**src/rtl/assert_macros.svh**
```systemverilog
// assertion helpers, expect clk and arst_n in scope
`ifndef ASSERT_MACROS_SVH
`define ASSERT_MACROS_SVH

// same-cycle implication
`define ASSERT_IMPLY(lbl, ante, cons) \
	lbl: assert property (@(posedge clk) disable iff (!arst_n) (ante) |-> (cons)) \
		else $error("implication check failed");

// next-cycle implication
`define ASSERT_NEXT(lbl, ante, cons) \
	lbl: assert property (@(posedge clk) disable iff (!arst_n) (ante) |=> (cons)) \
		else $error("next-cycle check failed");

`endif

```
**src/rtl/hce_pkg.sv**
```systemverilog
package hce_pkg;

	localparam int NUM_REGS = 8;
	localparam int CFG_IDX_W = 4;
	localparam int CFG_SEL_W = 3;
	localparam int DEF_MAX_SUBDIVISIONS = 64;
	localparam int FRAC_BITS = 16;
	localparam int T_BITS = 16;
	localparam int T_ONE = 65536;

	localparam int ACC_W = 40;
	localparam int MB_W = 17;
	localparam int PROD_W = ACC_W + MB_W + 1;
	localparam int SQ_W = 65;
	localparam int ROOT_W = 33;
	localparam int DIVD_W = 47;
	localparam int DIVS_W = 33;
	localparam int QUO_W = 17;

	localparam logic [CFG_SEL_W-1:0] REG_START_X = 3'd0;
	localparam logic [CFG_SEL_W-1:0] REG_START_Y = 3'd1;
	localparam logic [CFG_SEL_W-1:0] REG_START_TX = 3'd2;
	localparam logic [CFG_SEL_W-1:0] REG_START_TY = 3'd3;
	localparam logic [CFG_SEL_W-1:0] REG_END_TX = 3'd4;
	localparam logic [CFG_SEL_W-1:0] REG_END_TY = 3'd5;
	localparam logic [CFG_SEL_W-1:0] REG_END_X = 3'd6;
	localparam logic [CFG_SEL_W-1:0] REG_END_Y = 3'd7;

	localparam logic signed [ACC_W-1:0] S32_MAX = ACC_W'(2147483647);
	localparam logic signed [ACC_W-1:0] S32_MIN = -S32_MAX - ACC_W'(1);

	typedef enum logic [1:0] {
		ACT_EVAL,
		ACT_LENGTH,
		ACT_AT_DIST,
		ACT_NONE
	} action_e;

	typedef struct packed {
		logic [1:0]  action;
		logic [16:0] param_t;
		logic [30:0] distance;
		logic [6:0]  subdivisions;
	} item_t;

	typedef struct packed {
		logic signed [31:0] pos_x;
		logic signed [31:0] pos_y;
		logic signed [31:0] slope_x;
		logic signed [31:0] slope_y;
		logic [30:0]        arc_length;
		logic               overflow;
	} result_t;

	typedef enum logic [4:0] {
		OP_NONE,
		OP_LATCH,
		OP_T_DIV,
		OP_T_LOAD,
		OP_H_INIT,
		OP_H_MUL,
		OP_H_ADD,
		OP_H_STORE,
		OP_ADVANCE,
		OP_SQ_MUL,
		OP_SQ_ACC,
		OP_SQRT,
		OP_SEG,
		OP_F_ZERO,
		OP_F_DIV,
		OP_F_LOAD,
		OP_IP_MUL,
		OP_IP_ADD,
		OP_FINISH
	} dp_op_e;

	typedef struct packed {
		dp_op_e     op;
		logic       axis;
		logic       tan;
		logic [1:0] step;
	} dp_cmd_t;

	typedef struct packed {
		action_e action;
		logic    div_busy;
		logic    sqrt_busy;
		logic    seg_first;
		logic    seg_last;
		logic    left_gt;
		logic    root_zero;
	} dp_stat_t;

	typedef enum logic [4:0] {
		S_IDLE,
		S_ROUTE,
		S_T_DIV,
		S_T_WAIT,
		S_T_LOAD,
		S_H_INIT,
		S_H_MUL,
		S_H_ADD,
		S_H_STORE,
		S_ADVANCE,
		S_SQ_MUL,
		S_SQ_ACC,
		S_SQRT,
		S_SQRT_WAIT,
		S_SEG,
		S_F_ZERO,
		S_F_DIV,
		S_F_WAIT,
		S_F_LOAD,
		S_IP_MUL,
		S_IP_ADD,
		S_FINISH,
		S_DONE
	} state_e;

	// {saturated, value}
	function automatic logic [32:0] sat32(input logic signed [ACC_W-1:0] v);
		logic [32:0] r;
		if (v > S32_MAX) begin
			r = {1'b1, 32'h7fff_ffff};
		end else if (v < S32_MIN) begin
			r = {1'b1, 32'h8000_0000};
		end else begin
			r = {1'b0, v[31:0]};
		end
		return r;
	endfunction

endpackage

```
**src/rtl/hce_ctrl.sv**
```systemverilog
`include "assert_macros.svh"

module hce_ctrl import hce_pkg::*; (
	input  logic     clk,
	input  logic     arst_n,
	input  logic     start,
	input  dp_stat_t stat,
	output dp_cmd_t  cmd,
	output logic     busy,
	output logic     done
);

	state_e     state_q;
	state_e     state_d;
	logic       axis_q;
	logic       tan_q;
	logic [1:0] step_q;
	logic       h_last;

	assign h_last = tan_q ? (step_q == 2'd1) : (step_q == 2'd2);

	always_comb begin
		state_d = state_q;
		unique case (state_q)
			S_IDLE: if (start) state_d = S_ROUTE;
			S_ROUTE: begin
				unique case (stat.action)
					ACT_EVAL: state_d = S_H_INIT;
					ACT_LENGTH, ACT_AT_DIST: state_d = S_T_DIV;
					default: state_d = S_FINISH;
				endcase
			end
			S_T_DIV: state_d = S_T_WAIT;
			S_T_WAIT: if (!stat.div_busy) state_d = S_T_LOAD;
			S_T_LOAD: state_d = S_H_INIT;
			S_H_INIT: state_d = S_H_MUL;
			S_H_MUL: state_d = S_H_ADD;
			S_H_ADD: state_d = h_last ? S_H_STORE : S_H_MUL;
			S_H_STORE: begin
				if (stat.action == ACT_EVAL) begin
					state_d = (tan_q && axis_q) ? S_FINISH : S_H_INIT;
				end else if (!axis_q) begin
					state_d = S_H_INIT;
				end else begin
					state_d = stat.seg_first ? S_ADVANCE : S_SQ_MUL;
				end
			end
			S_ADVANCE: state_d = S_T_DIV;
			S_SQ_MUL: state_d = S_SQ_ACC;
			S_SQ_ACC: state_d = (step_q == 2'd3) ? S_SQRT : S_SQ_MUL;
			S_SQRT: state_d = S_SQRT_WAIT;
			S_SQRT_WAIT: if (!stat.sqrt_busy) state_d = S_SEG;
			S_SEG: begin
				if (stat.action == ACT_LENGTH) begin
					state_d = stat.seg_last ? S_FINISH : S_T_DIV;
				end else if (stat.left_gt) begin
					state_d = stat.seg_last ? S_F_ZERO : S_T_DIV;
				end else begin
					state_d = stat.root_zero ? S_F_ZERO : S_F_DIV;
				end
			end
			S_F_ZERO: state_d = S_IP_MUL;
			S_F_DIV: state_d = S_F_WAIT;
			S_F_WAIT: if (!stat.div_busy) state_d = S_F_LOAD;
			S_F_LOAD: state_d = S_IP_MUL;
			S_IP_MUL: state_d = S_IP_ADD;
			S_IP_ADD: state_d = axis_q ? S_FINISH : S_IP_MUL;
			S_FINISH: state_d = S_DONE;
			S_DONE: state_d = S_IDLE;
			default: state_d = S_IDLE;
		endcase
	end

	always_comb begin
		cmd.axis = axis_q;
		cmd.tan = tan_q;
		cmd.step = step_q;
		unique case (state_q)
			S_IDLE: cmd.op = start ? OP_LATCH : OP_NONE;
			S_T_DIV: cmd.op = OP_T_DIV;
			S_T_LOAD: cmd.op = OP_T_LOAD;
			S_H_INIT: cmd.op = OP_H_INIT;
			S_H_MUL: cmd.op = OP_H_MUL;
			S_H_ADD: cmd.op = OP_H_ADD;
			S_H_STORE: cmd.op = OP_H_STORE;
			S_ADVANCE: cmd.op = OP_ADVANCE;
			S_SQ_MUL: cmd.op = OP_SQ_MUL;
			S_SQ_ACC: cmd.op = OP_SQ_ACC;
			S_SQRT: cmd.op = OP_SQRT;
			S_SEG: cmd.op = OP_SEG;
			S_F_ZERO: cmd.op = OP_F_ZERO;
			S_F_DIV: cmd.op = OP_F_DIV;
			S_F_LOAD: cmd.op = OP_F_LOAD;
			S_IP_MUL: cmd.op = OP_IP_MUL;
			S_IP_ADD: cmd.op = OP_IP_ADD;
			S_FINISH: cmd.op = OP_FINISH;
			default: cmd.op = OP_NONE;
		endcase
		busy = state_q != S_IDLE;
		done = state_q == S_DONE;
	end

	always_ff @(posedge clk or negedge arst_n) begin
		if (!arst_n) begin
			state_q <= S_IDLE;
			axis_q <= 1'b0;
			tan_q <= 1'b0;
			step_q <= '0;
		end else begin
			state_q <= state_d;
			case (state_q)
				S_ROUTE, S_T_LOAD: begin
					axis_q <= 1'b0;
					tan_q <= 1'b0;
				end
				S_H_INIT: step_q <= '0;
				S_H_ADD, S_SQ_ACC: step_q <= step_q + 2'd1;
				S_H_STORE: begin
					// x then y, position then tangent
					if (axis_q) begin
						tan_q <= !tan_q;
					end
					axis_q <= !axis_q;
					step_q <= '0;
				end
				S_IP_ADD: axis_q <= !axis_q;
				default: ;
			endcase
		end
	end

	`ASSERT_NEXT(a_done_pulse, done, !done)
	`ASSERT_NEXT(a_done_frees, done, !busy)
	`ASSERT_NEXT(a_accept_busy, start && !busy, busy && state_q == S_ROUTE)
	`ASSERT_IMPLY(a_walk_action, state_q == S_SQRT_WAIT, stat.action == ACT_LENGTH || stat.action == ACT_AT_DIST)

endmodule

```
**config.mk**
```make
export PLATFORM = sky130hd
export DESIGN_NAME = hce_ctrl
export DESIGN_NICKNAME = d
export VERILOG_FILES = /design/src/rtl/hce_pkg.sv /design/src/rtl/hce_ctrl.sv
export VERILOG_INCLUDE_DIRS = /design/src /design/src/rtl
export SDC_FILE = /design/constraint.sdc
export NUM_CORES = 1
export LEC_CHECK = 0
export ABC_AREA = 0
export BUFFER_PORTS_ARGS = -buffer_cell sky130_fd_sc_hd__buf_2
export CAP_MARGIN = 0
export CORE_MARGIN = 2
export CORE_UTILIZATION = 51
export CTS_CLUSTER_SIZE = 40
export DETAILED_ROUTE_END_ITERATION = 10
export PLACE_DENSITY = 0.74
export SYNTH_ARGS = -nofsm -noshare
export SYNTH_HDL_FRONTEND = slang
export SYNTH_SLANG_ARGS = --single-unit
```
**constraint.sdc**
```tcl
create_clock -name clk -period 4.1 [get_ports clk]
set_input_delay 0.615 -clock clk [delete_from_list [all_inputs] [get_ports clk]]
set_output_delay 0.615 -clock clk [all_outputs]
set_load 0.005 [all_outputs]
```
Yosys cells after proc, flatten, opt, wreduce, memory -nomap -nowiden --
Cells that the tools add are included.
Storage, ports and cells: register bits after elaboration 9, output and inout port bits 11, word-level logic and storage cells 79
Cells by class: add/subtract/negate cells 1, equal/unequal tests 32, muxes and demuxes 25, reductions and logical operators 17
Operator list (number):
- $pmux 5 s21 | 1
- $pmux 5 s18 | 1
- $mux 5 | 10
- $eq 5x4->1 const B | 8
- $eq 5x5->1 const B | 7
- $eq 5x3->1 const B | 4
- $mux 4 | 3
- $reduce_or 2->1 | 6
- $eq 5x2->1 const B | 2
- $ne 2x2->1 const B | 5
- $pmux 5 s2 | 1
- $eq 2x2->1 const B | 3
- $mux 3 | 2
- $reduce_bool 2->1 | 3
- $eq 5x1->1 const B | 1
- $logic_not 5->1 | 1
- $reduce_bool 5->1 | 1
- $eq 2x1->1 const B | 2
- $pmux 1 s2 | 2
- $pmux 2 s2 | 1
- $reduce_and 4->1 | 1
- $mux 1 | 3
- $add 2x1->2 const B | 1
- $logic_not 1->1 | 2
- other kinds (4) | 4

Logic depth before layout (Yosys ltp) --
Gate-level depths: netlist (run 1).
depth in word-level cells 4, depth in mapped cells 7

Worst setup path after synthesis (run 1) --
Ideal clock, no wire load.
path type register -> output, start register state_q[0], end output cmd[5] (netlist name), data arrival time 1.239 ns, required time 3.485 ns, setup slack 2.246 ns, cell stages (with the launch flop) 6, buffers on the path 1, path through dfrtp_1 buf_4 or2_2 nand2_1 o21ai_0 o32ai_1
RTL lines:
- from (decl) | RTL line hce_ctrl.sv:13 | state_e state_q;
- from (signal assigned) | RTL line hce_ctrl.sv:110 | state_q <= state_d;
- to (decl) | RTL line hce_ctrl.sv:8 | output dp_cmd_t cmd,

==> results of run 1 <==
## report_power, final
part / internal [W] / switching (W)
Combinational: 0.000259 / 0.000269
Clock: 0.0000360 / 0.0000334
Sequential: 0.000123 / 0.000192
Total: 0.000418 / 0.000494
## Yosys cell counts, drive strengths merged, types with 3 or more instances
cell and n:
a211oi 4, a21oi 14, a31oi 4, buf 18, dfrtp 9, ha 4, inv 6, mux2i 4
nand2 17, nand2b 5, nand3 4, nand4 3, nor2 17, nor2b 5, nor3b 3, o21ai 11
o32ai 3
## cell families (layout without fill, tap and decap cells)
family / count (synthesis) / in the layout / synth area share
flops: 9 / 9 / 0.181
buf+inv: 24 / 31 / 0.120
simple gates: 68 / 68 / 0.309
xor+xnor: 2 / 2 / 0.0141
mux: 4 / 4 / 0.0323
compound gates: 55 / 55 / 0.302
fa+ha+maj: 4 / 4 / 0.0403
## worst reg2reg max path: stages, from the launching register on
cell	delay, ns
dfrtp_1	1.02
and3b_1	0.29
and4b_4	0.22
a21oi_2	0.10
nand3_1	0.09
o311a_1	0.29
## path summary, 6_finish.rpt
path	from	end	slack, ns
setup / recovery	state_q[0]$_DFFE_PN0P_	cmd[5]	1.39
hold / removal	arst_n	state_q[3]$_DFFE_PN0P_	0.18
setup reg to reg	state_q[4]$_DFFE_PN0P_	state_q[2]$_DFFE_PN0P_	1.97
hold reg to reg	tan_q$_DFFE_PN0P_	tan_q$_DFFE_PN0P_	0.61
max in group asynchronous	arst_n	step_q[1]$_DFFE_PN0P_	3.73
min in group clk	tan_q$_DFFE_PN0P_	tan_q$_DFFE_PN0P_	0.61
## placed cells by master, fill, tap and decap left out, types with 2 or more instances in the layout
cell       n
a21oi_1   12
nand3_1    4
o21bai_1   2
a21oi_2    2
a31oi_1    4
nor2_1    16
o22ai_1    2
o32a_1     2
nand2_1   16
clkbuf_4   3
o21ai_0   11
ha_1       4
a211oi_1   4
nand2b_1   5
xor2_1     2
nor2b_1    5
nand3b_1   2
mux2i_1    4
o32ai_1    3
nor3_1     2
o22a_1     2
or2_2      2
a32oi_1    2
nand4_1    3
inv_1      6
buf_2     21
dfrtp_1    9
nor3b_1    3
## per-layer routing
layer	up-vias	track usage
met5	-	0
met4	0	0.0342
met3	4	0.0650
met2	51	0.412
met1	591	0.328
li1	633	-
## area by class of cell
| cell class | instances | area [um^2] | area share |
|---|---|---|---|
| Multi-Input combinational cell | 133 | 867 | 0.676 |
| Clock inverter | 1 | 5.00 | 0.00390 |
| Clock buffer | 3 | 22.5 | 0.0176 |
| Tap cell | 28 | 35.0 | 0.0273 |
| Timing Repair Buffer | 21 | 105 | 0.0820 |
| Sequential cell | 9 | 225 | 0.176 |
| Inverter | 6 | 22.5 | 0.0176 |
## registers in the layout (all words and copies together), names as in the netlist
register	count
tan_q	1
state_q	5
step_q	2
axis_q	1
## metrics by stage
step                setup WS, ns  area, um^2  total power, W
floorplan                   2.25        1240        0.000745
global placement            1.74        1250        0.000821
detailed placement          1.70        1250        0.000835
CTS                         1.41        1280        0.000907
global route                1.23        1280         0.00101
finish                      1.39        1280        0.000912
==> metrics.txt, run 1 <==
DRT Pass-1 Iters=4; FF+latch count, synth=9; placed insts=197; FP Rows=17; final setup TNS=0 ns; Highest Signal Layer=met4; Syn Nets=181; sequential area share after synthesis=0.181; Buffers on Ports=21; maximum vdd drop=0.000647 V; CP Launch Type=flip-flop; R2R depth=5; number of synthesized flops with an enable pin=0; Tmin final=2.71 ns; Total Routing Usage GR=0.249; Final setup viols=0; share of cells above drive strength 1=0.191; wire length of the first global-routing pass=5.13 mm; Final Util=0.569; Die Height=53.3 um; Ports=22; worst clock skew=0.00813 ns; Yosys warnings=0; CP arrival=2.09 ns; fillers=224; status=finished, final reports clean; Placer Congestion=0.946; TritonCTS clock tree=built; leading area contributor after synthesis=dfrtp_1; cells after synthesis=166; # resized after CTS=0; worst path bufs/invs=1; Leak=0.535 nW; Stages on worst setup path=5; CTS root buffer=clkbuf_4; max-cap violation count=0; Critical Path Max Stage Delay=0.73 ns; Layout Cells excl Fill=201; Initial Utilization=0.550; Max Freq=369 MHz; n_diodes=0; Worst-path clk slew=0.07 ns; Hold Slack=0.182 ns; vias in the first global route=1,113; antenna-violating nets left=0; Worst path slowest cell=dfrtp_1; postcts setup bufs=0; RSZ-0062 raised after global routing=false; area of the core=0.00225 mm^2; clock buffer count from CTS=3; Rel. slew slack=0.318; Clk Latency, worst-skew pair=0.27 ns; Pins Over Slew Limit=0; H-tree Lvls=1; Met2 Wirelength=1.48 mm; Tcrit/Tclk final=0.660; die width=53.3 um; pwr dens=711 mW/mm^2; Area contributors post-synth=dfrtp_1, a21oi_1, nand2_1; routed length on met1=1.37 mm; largest fanout on the critical path=30; Synth top area share=0.181; Synth Flop Type=dfrtp_1; FFs w/ async S/R, synth=1.00; Netlist cell types=48; clock sinks=9; via count=1,279; worst-margin pin slew=1.02 ns; DR WL/cell=15.4 um; overall routed net length=3.10 mm; Initial DRC Count=44; hold crit path type=input pin to async pin; die area=0.00284 mm^2; vias per cell=6.36; Area Overhead vs Synth=3.33%; Final Hold Fails=0; Mapped Avg Cell Area=7.48 um^2; Nets=189; CP required=3.48 ns; DR WL met3=220 um; Residual DRC=0; Cell Area, Synth=0.00124 mm^2; antenna violations before repair=0; CP endpoint kind=output port; dpl hpwl=2.31 mm; class of the most critical setup path=flip-flop to output port; total grt overflow=0; CP delay by family, top=flip-flops; CP cell instances=or2_2, nand2_1, o21ai_0, o32ai_1, buf_2; pin count of the biggest net entering global routing=32; CTS Hold Bufs=0; Clock Tree Buf Depth=2
No activity file was read; power rests on OpenSTA's default activity.
==> inputs of run 2 (changes only) <==
==> constraint.sdc (replaced) <==
create_clock -name clk -period 2.5 [get_ports clk]
set_input_delay 0.375 -clock clk [delete_from_list [all_inputs] [get_ports clk]]
set_output_delay 0.375 -clock clk [all_outputs]
set_load 0.005 [all_outputs]
==> metrics.txt, run 2 (synthesis gave the netlist of run 1 again) <==
status=finished, final reports clean; final setup margin=0.179 ns (-1.21 ns); Max Freq=431 MHz; Sw Share=0.532 (-0.00964); H-tree Lvls=1 (unchanged); Leak=0.575 nW (+7.4%); # resized after CTS=0 (unchanged); clock buffer count from CTS=3 (unchanged); share of cells above drive strength 1=0.221 (+0.0302); antenna violations before repair=0 (unchanged); die area=0.00284 mm^2 (unchanged); class of the most critical setup path=flip-flop to output port; Largest register FFs=5 (unchanged); Post-Place Setup Slack=0.540 ns (-1.16 ns); Tmin final=2.32 ns; CP Launch Type=flip-flop; wire length of the first global-routing pass=5.24 mm (+2.3%); CP endpoint kind=output port; total grt overflow=0 (unchanged); TritonCTS clock tree=built; Initial Utilization=0.550 (unchanged); Critical Path Max Stage Delay=0.74 ns (about the same); commonest non-fill, non-tap cell in the layout=buf_2; internal power=0.000743 W (+78%); area of the core=0.00225 mm^2 (unchanged); CP cell instances=inv_1, nand2_1, nor2_1, a21oi_1, o32ai_1, buf_2; CP arrival=1.95 ns (-0.14 ns); Total Routing Usage GR=0.256 (+0.00720); via count=1,328 (+3.8%); die width=53.3 um (unchanged); pwr dens=1180 mW/mm^2 (+66%); clock share of power=0.076 (about the same); largest fanout on the critical path=18 (-40%); Die Height=53.3 um (unchanged); dpl hpwl=2.51 mm (+9.0%); vias per cell=6.35 (-0.14%); fillers=222 (-0.89%); Placer Congestion=0.936 (-1.1%); Tcrit/Tclk final=0.928; maximum vdd drop=0.000628 V (-2.8%); sw power=0.000844 W (+71%); commonest non-fill, non-tap cells in the layout=buf_2, nand2_1, nor2_1; RSZ-0062 raised after global routing=false; Clock Tree Buf Depth=2 (unchanged); Clk Latency, worst-skew pair=0.27 ns (about the same); worst clock skew=0.00390 ns (-0.00423 ns); Nets=197 (+4.2%); final setup TNS=0 ns (unchanged); CTS root buffer=clkbuf_4; worst path bufs/invs=2 (+1); most flop-heavy register=state_q; CP required=2.12 ns (-1.36 ns); Gate power share=0.678 (+0.099); CP delay by family, top=flip-flops; DRT Pass-1 Iters=4 (unchanged); Initial DRC Count=62 (+41%); DR WL/cell=16.0 um (+3.9%); Area Overhead vs Synth=8.37%; pin count of the biggest net entering global routing=21 (-34%); Seq pwr share=0.246 (-0.099); Worst path slowest cell=dfrtp_1; Total Power=0.00159 W (+74%); worst-margin pin slew=0.627 ns (-0.396 ns); antenna-violating nets left=0 (unchanged); max-cap violation count=0 (unchanged); Rel. slew slack=0.582 (+0.264); Buffers on Ports=21 (unchanged); Final Hold Fails=0 (unchanged); vias in the first global route=1,113 (unchanged); Residual DRC=0 (unchanged); n_diodes=0 (unchanged); clock sinks=9 (unchanged); Final setup viols=0 (unchanged); Ports=22 (unchanged); Worst-path clk slew=0.07 ns (about the same); CTS Hold Bufs=1 (+1); biggest regs=state_q: 5 flops, step_q: 2 flops; Pins Over Slew Limit=0 (unchanged); postcts setup bufs=0 (unchanged); overall routed net length=3.35 mm (+8.0%); FP Rows=17 (unchanged); hold crit path type=input pin to async pin
==> run 2: cell type report <==
type,count,area (um^2),area share
Multi-Input combinational cell,133,867,0.645
Sequential cell,9,225,0.167
Timing Repair Buffer,29,168,0.125
Tap cell,28,35.0,0.0260
Clock buffer,3,22.5,0.0167
Inverter,6,22.5,0.0167
Clock inverter,1,5.00,0.00372
==> run 2: worst register-to-register path, stage by stage (launching register included) <==
cell	delay, ns
dfrtp_1	0.61
buf_4	0.28
and3b_1	0.20
and4b_4	0.21
a21oi_2	0.09
nand3_1	0.09
o311a_1	0.29
==> run 2: through the flow <==
step                       util  instance area [um^2]  instances  hold slack, ns
after floorplan               -                  1240        166          0.0794
after CTS                 0.597                  1350        209           0.482
final                     0.597                  1350        209           0.478
after global placement    0.580                  1310        204           0.244
after global routing      0.597                  1350        209           0.486
after detailed placement  0.580                  1310        204           0.246
==> run 2: power groups by stage <==
stage                     combinational, W  sequential [W]  clock (W)
after detailed placement           0.00105        0.000387          0
after floorplan                   0.000969        0.000253          0
after global placement             0.00104        0.000378          0
after CTS                          0.00106        0.000384   0.000122
final                              0.00108        0.000391   0.000120
after global routing               0.00118        0.000406   0.000132
==> run 2: worst paths after layout <==
path	slack (ns)	start	endpoint	depth (start not counted)
max in group asynchronous	1.83	arst_n	step_q[1]$_DFFE_PN0P_	2
max	0.18	state_q[2]$_DFFE_PN0P_	cmd[5]	6
min in group clk	0.49	stat[5]	state_q[2]$_DFFE_PN0P_	3
max reg2reg	0.62	state_q[2]$_DFFE_PN0P_	state_q[2]$_DFFE_PN0P_	6
min	0.48	arst_n	tan_q$_DFFE_PN0P_	2
min reg2reg	0.62	tan_q$_DFFE_PN0P_	tan_q$_DFFE_PN0P_	1
==> run 2: routing by layer <==
layer,share of wire,routed length (um),GRT usage
met5,0,0,0
met4,0.015,51,0.0855
met3,0.11,362,0.0593
met2,0.47,1560,0.409
met1,0.41,1370,0.333
==> inputs of run 3 (changes only) <==
--- a/config.mk
+++ b/config.mk
@@ -14,6 +14,7 @@
 export CTS_CLUSTER_SIZE = 40
 export DETAILED_ROUTE_END_ITERATION = 10
 export PLACE_DENSITY = 0.74
+export RECOVER_POWER = 50
 export SYNTH_ARGS = -nofsm -noshare
 export SYNTH_HDL_FRONTEND = slang
 export SYNTH_SLANG_ARGS = --single-unit
==> metrics.txt, run 3 (synthesis gave the netlist of run 1 again) <==
Layout Cells excl Fill=209 (unchanged); CP endpoint kind=output port; worst clock skew=0.00512 ns (+0.00122 ns); Buffers on Ports=21 (unchanged); Area Overhead vs Synth=7.46%; Nets=197 (unchanged); worst-margin pin slew=0.622 ns (-0.00537 ns); Final Hold Fails=0 (unchanged); area of the core=0.00225 mm^2 (unchanged); postcts setup bufs=0 (unchanged); pwr dens=1180 mW/mm^2 (about the same); Tmin final=2.28 ns (-0.0361 ns); final instance area=0.00133 mm^2 (-0.84%); clock buffer count from CTS=3 (unchanged); DR WL/cell=16.0 um (+0.27%); Pins Over Slew Limit=0 (unchanged); wire length of the first global-routing pass=5.24 mm (unchanged); placed insts=204 (unchanged); CP Launch Type=flip-flop; Clk Latency, worst-skew pair=0.27 ns (about the same); Tcrit/Tclk final=0.914 (-0.0144); Leak=0.560 nW (-2.6%); commonest non-fill, non-tap cells in the layout=buf_2, nand2_1, nor2_1; share of cells above drive strength 1=0.193 (-0.0276); Worst-path clk slew=0.07 ns (about the same); Rel. slew slack=0.586 (+0.00358); Placed Area=0.00131 mm^2 (unchanged); vias in the first global route=1,113 (unchanged); antenna violations before repair=0 (unchanged); Die Height=53.3 um (unchanged); pin count of the biggest net entering global routing=21 (unchanged); commonest non-fill, non-tap cell in the layout=buf_2; Clock Tree Buf Depth=2 (unchanged); Largest register FFs=5 (unchanged); die area=0.00284 mm^2 (unchanged); total grt overflow=0 (unchanged); dpl hpwl=2.51 mm (unchanged); Max Freq=438 MHz (+1.6%); H-tree Lvls=1 (unchanged); hold crit path type=input pin to flip-flop; # resized after CTS=0 (unchanged); FP Rows=17 (unchanged); max-cap violation count=0 (unchanged); antenna-violating nets left=0 (unchanged); vias per cell=6.45 (+1.6%); fillers=227 (+2.3%); die width=53.3 um (unchanged); Initial DRC Count=57 (-8.1%); Ports=22 (unchanged); CP arrival=1.91 ns (-0.04 ns); final setup TNS=0 ns (unchanged); overall routed net length=3.35 mm (+0.27%); Residual DRC=0 (unchanged); most flop-heavy register=state_q; class of the most critical setup path=flip-flop to output port; Hold Slack=0.507 ns (+0.0288 ns); Final setup viols=0 (unchanged); via count=1,349 (+1.6%); CTS root buffer=clkbuf_4; RSZ-0062 raised after global routing=false; Placer Congestion=0.936 (unchanged); largest fanout on the critical path=18 (unchanged); DRT Pass-1 Iters=4 (unchanged); clock sinks=9 (unchanged); biggest regs=state_q: 5 flops, step_q: 2 flops; TritonCTS clock tree=built; maximum vdd drop=0.000631 V (+0.34%); CP required=2.12 ns (about the same); Initial Utilization=0.550 (unchanged); n_diodes=0 (unchanged); status=finished, final reports clean; Total Routing Usage GR=0.256 (unchanged)
-- run 3: cell count changes in the layout (fill, tap and decap cells not counted), sizes merged --
cell	previous run	this run
clkbuf	3	6
buf	28	25
-- run 3: cell type report --
cell class              instances  area [um^2]  area share
clock buffers                   3         22.5      0.0169
clock inverters                 1         5.00     0.00375
inverters                       6         22.5      0.0169
multi-input cells             133          863       0.647
flip-flops and latches          9          225       0.169
well taps                      28         35.0      0.0263
repair buffers                 29          160       0.120
-- run 3: worst paths after layout --
check | start | endpoint | slack (ns) | cells past startpoint
hold reg to reg | tan_q$_DFFE_PN0P_ | tan_q$_DFFE_PN0P_ | 0.61 | 1
setup / recovery | state_q[2]$_DFFE_PN0P_ | cmd[5] | 0.22 | 6
hold / removal | stat[5] | state_q[2]$_DFFE_PN0P_ | 0.51 | 3
setup reg to reg | state_q[4]$_DFFE_PN0P_ | state_q[1]$_DFFE_PN0P_ | 0.60 | 6
max in group asynchronous | arst_n | step_q[1]$_DFFE_PN0P_ | 1.56 | 2
min in group asynchronous | arst_n | tan_q$_DFFE_PN0P_ | 0.58 | 2
-- run 3: repair_timing --
action / in CTS / in global routing
endpoints found under the hold margin: 9 / 0
hold buffers: 1 / 0
endpoints found under the setup margin: 0 / 0
-- run 3: worst max-delay path, cell delays in order, from the launching register on --
cell and delay [ns]:
dfrtp_1 0.74, inv_1 0.25, nand2_1 0.18, nor2_1 0.07, a21oi_1 0.12, o32ai_1 0.10
buf_2 0.16
-- run 3: metrics by stage --
stage               setup WS (ns)  power, W   util
finish                      0.215   0.00157  0.592
global route               0.0335   0.00171  0.592
CTS                         0.236   0.00156  0.597
detailed placement          0.540   0.00144  0.580
global placement            0.585   0.00142  0.580
floorplan                   0.886   0.00122      -
-- run 3: power by group --
group          internal (W)  switching, W  total, W
clock             0.0000594     0.0000616  0.000121
combinational      0.000469      0.000590   0.00106
sequential         0.000205      0.000188  0.000393
total              0.000734      0.000839   0.00157
-- run 3: per-layer routing --
layer / wire length, um / share of wire / track usage / vias up
met3: 357 / 0.11 / 0.0593 / 6
met5: 0 / 0 / 0 / -
met4: 51 / 0.015 / 0.0855 / 0
met1: 1410 / 0.42 / 0.333 / 616
met2: 1540 / 0.46 / 0.409 / 85
li1: - / - / - / 642
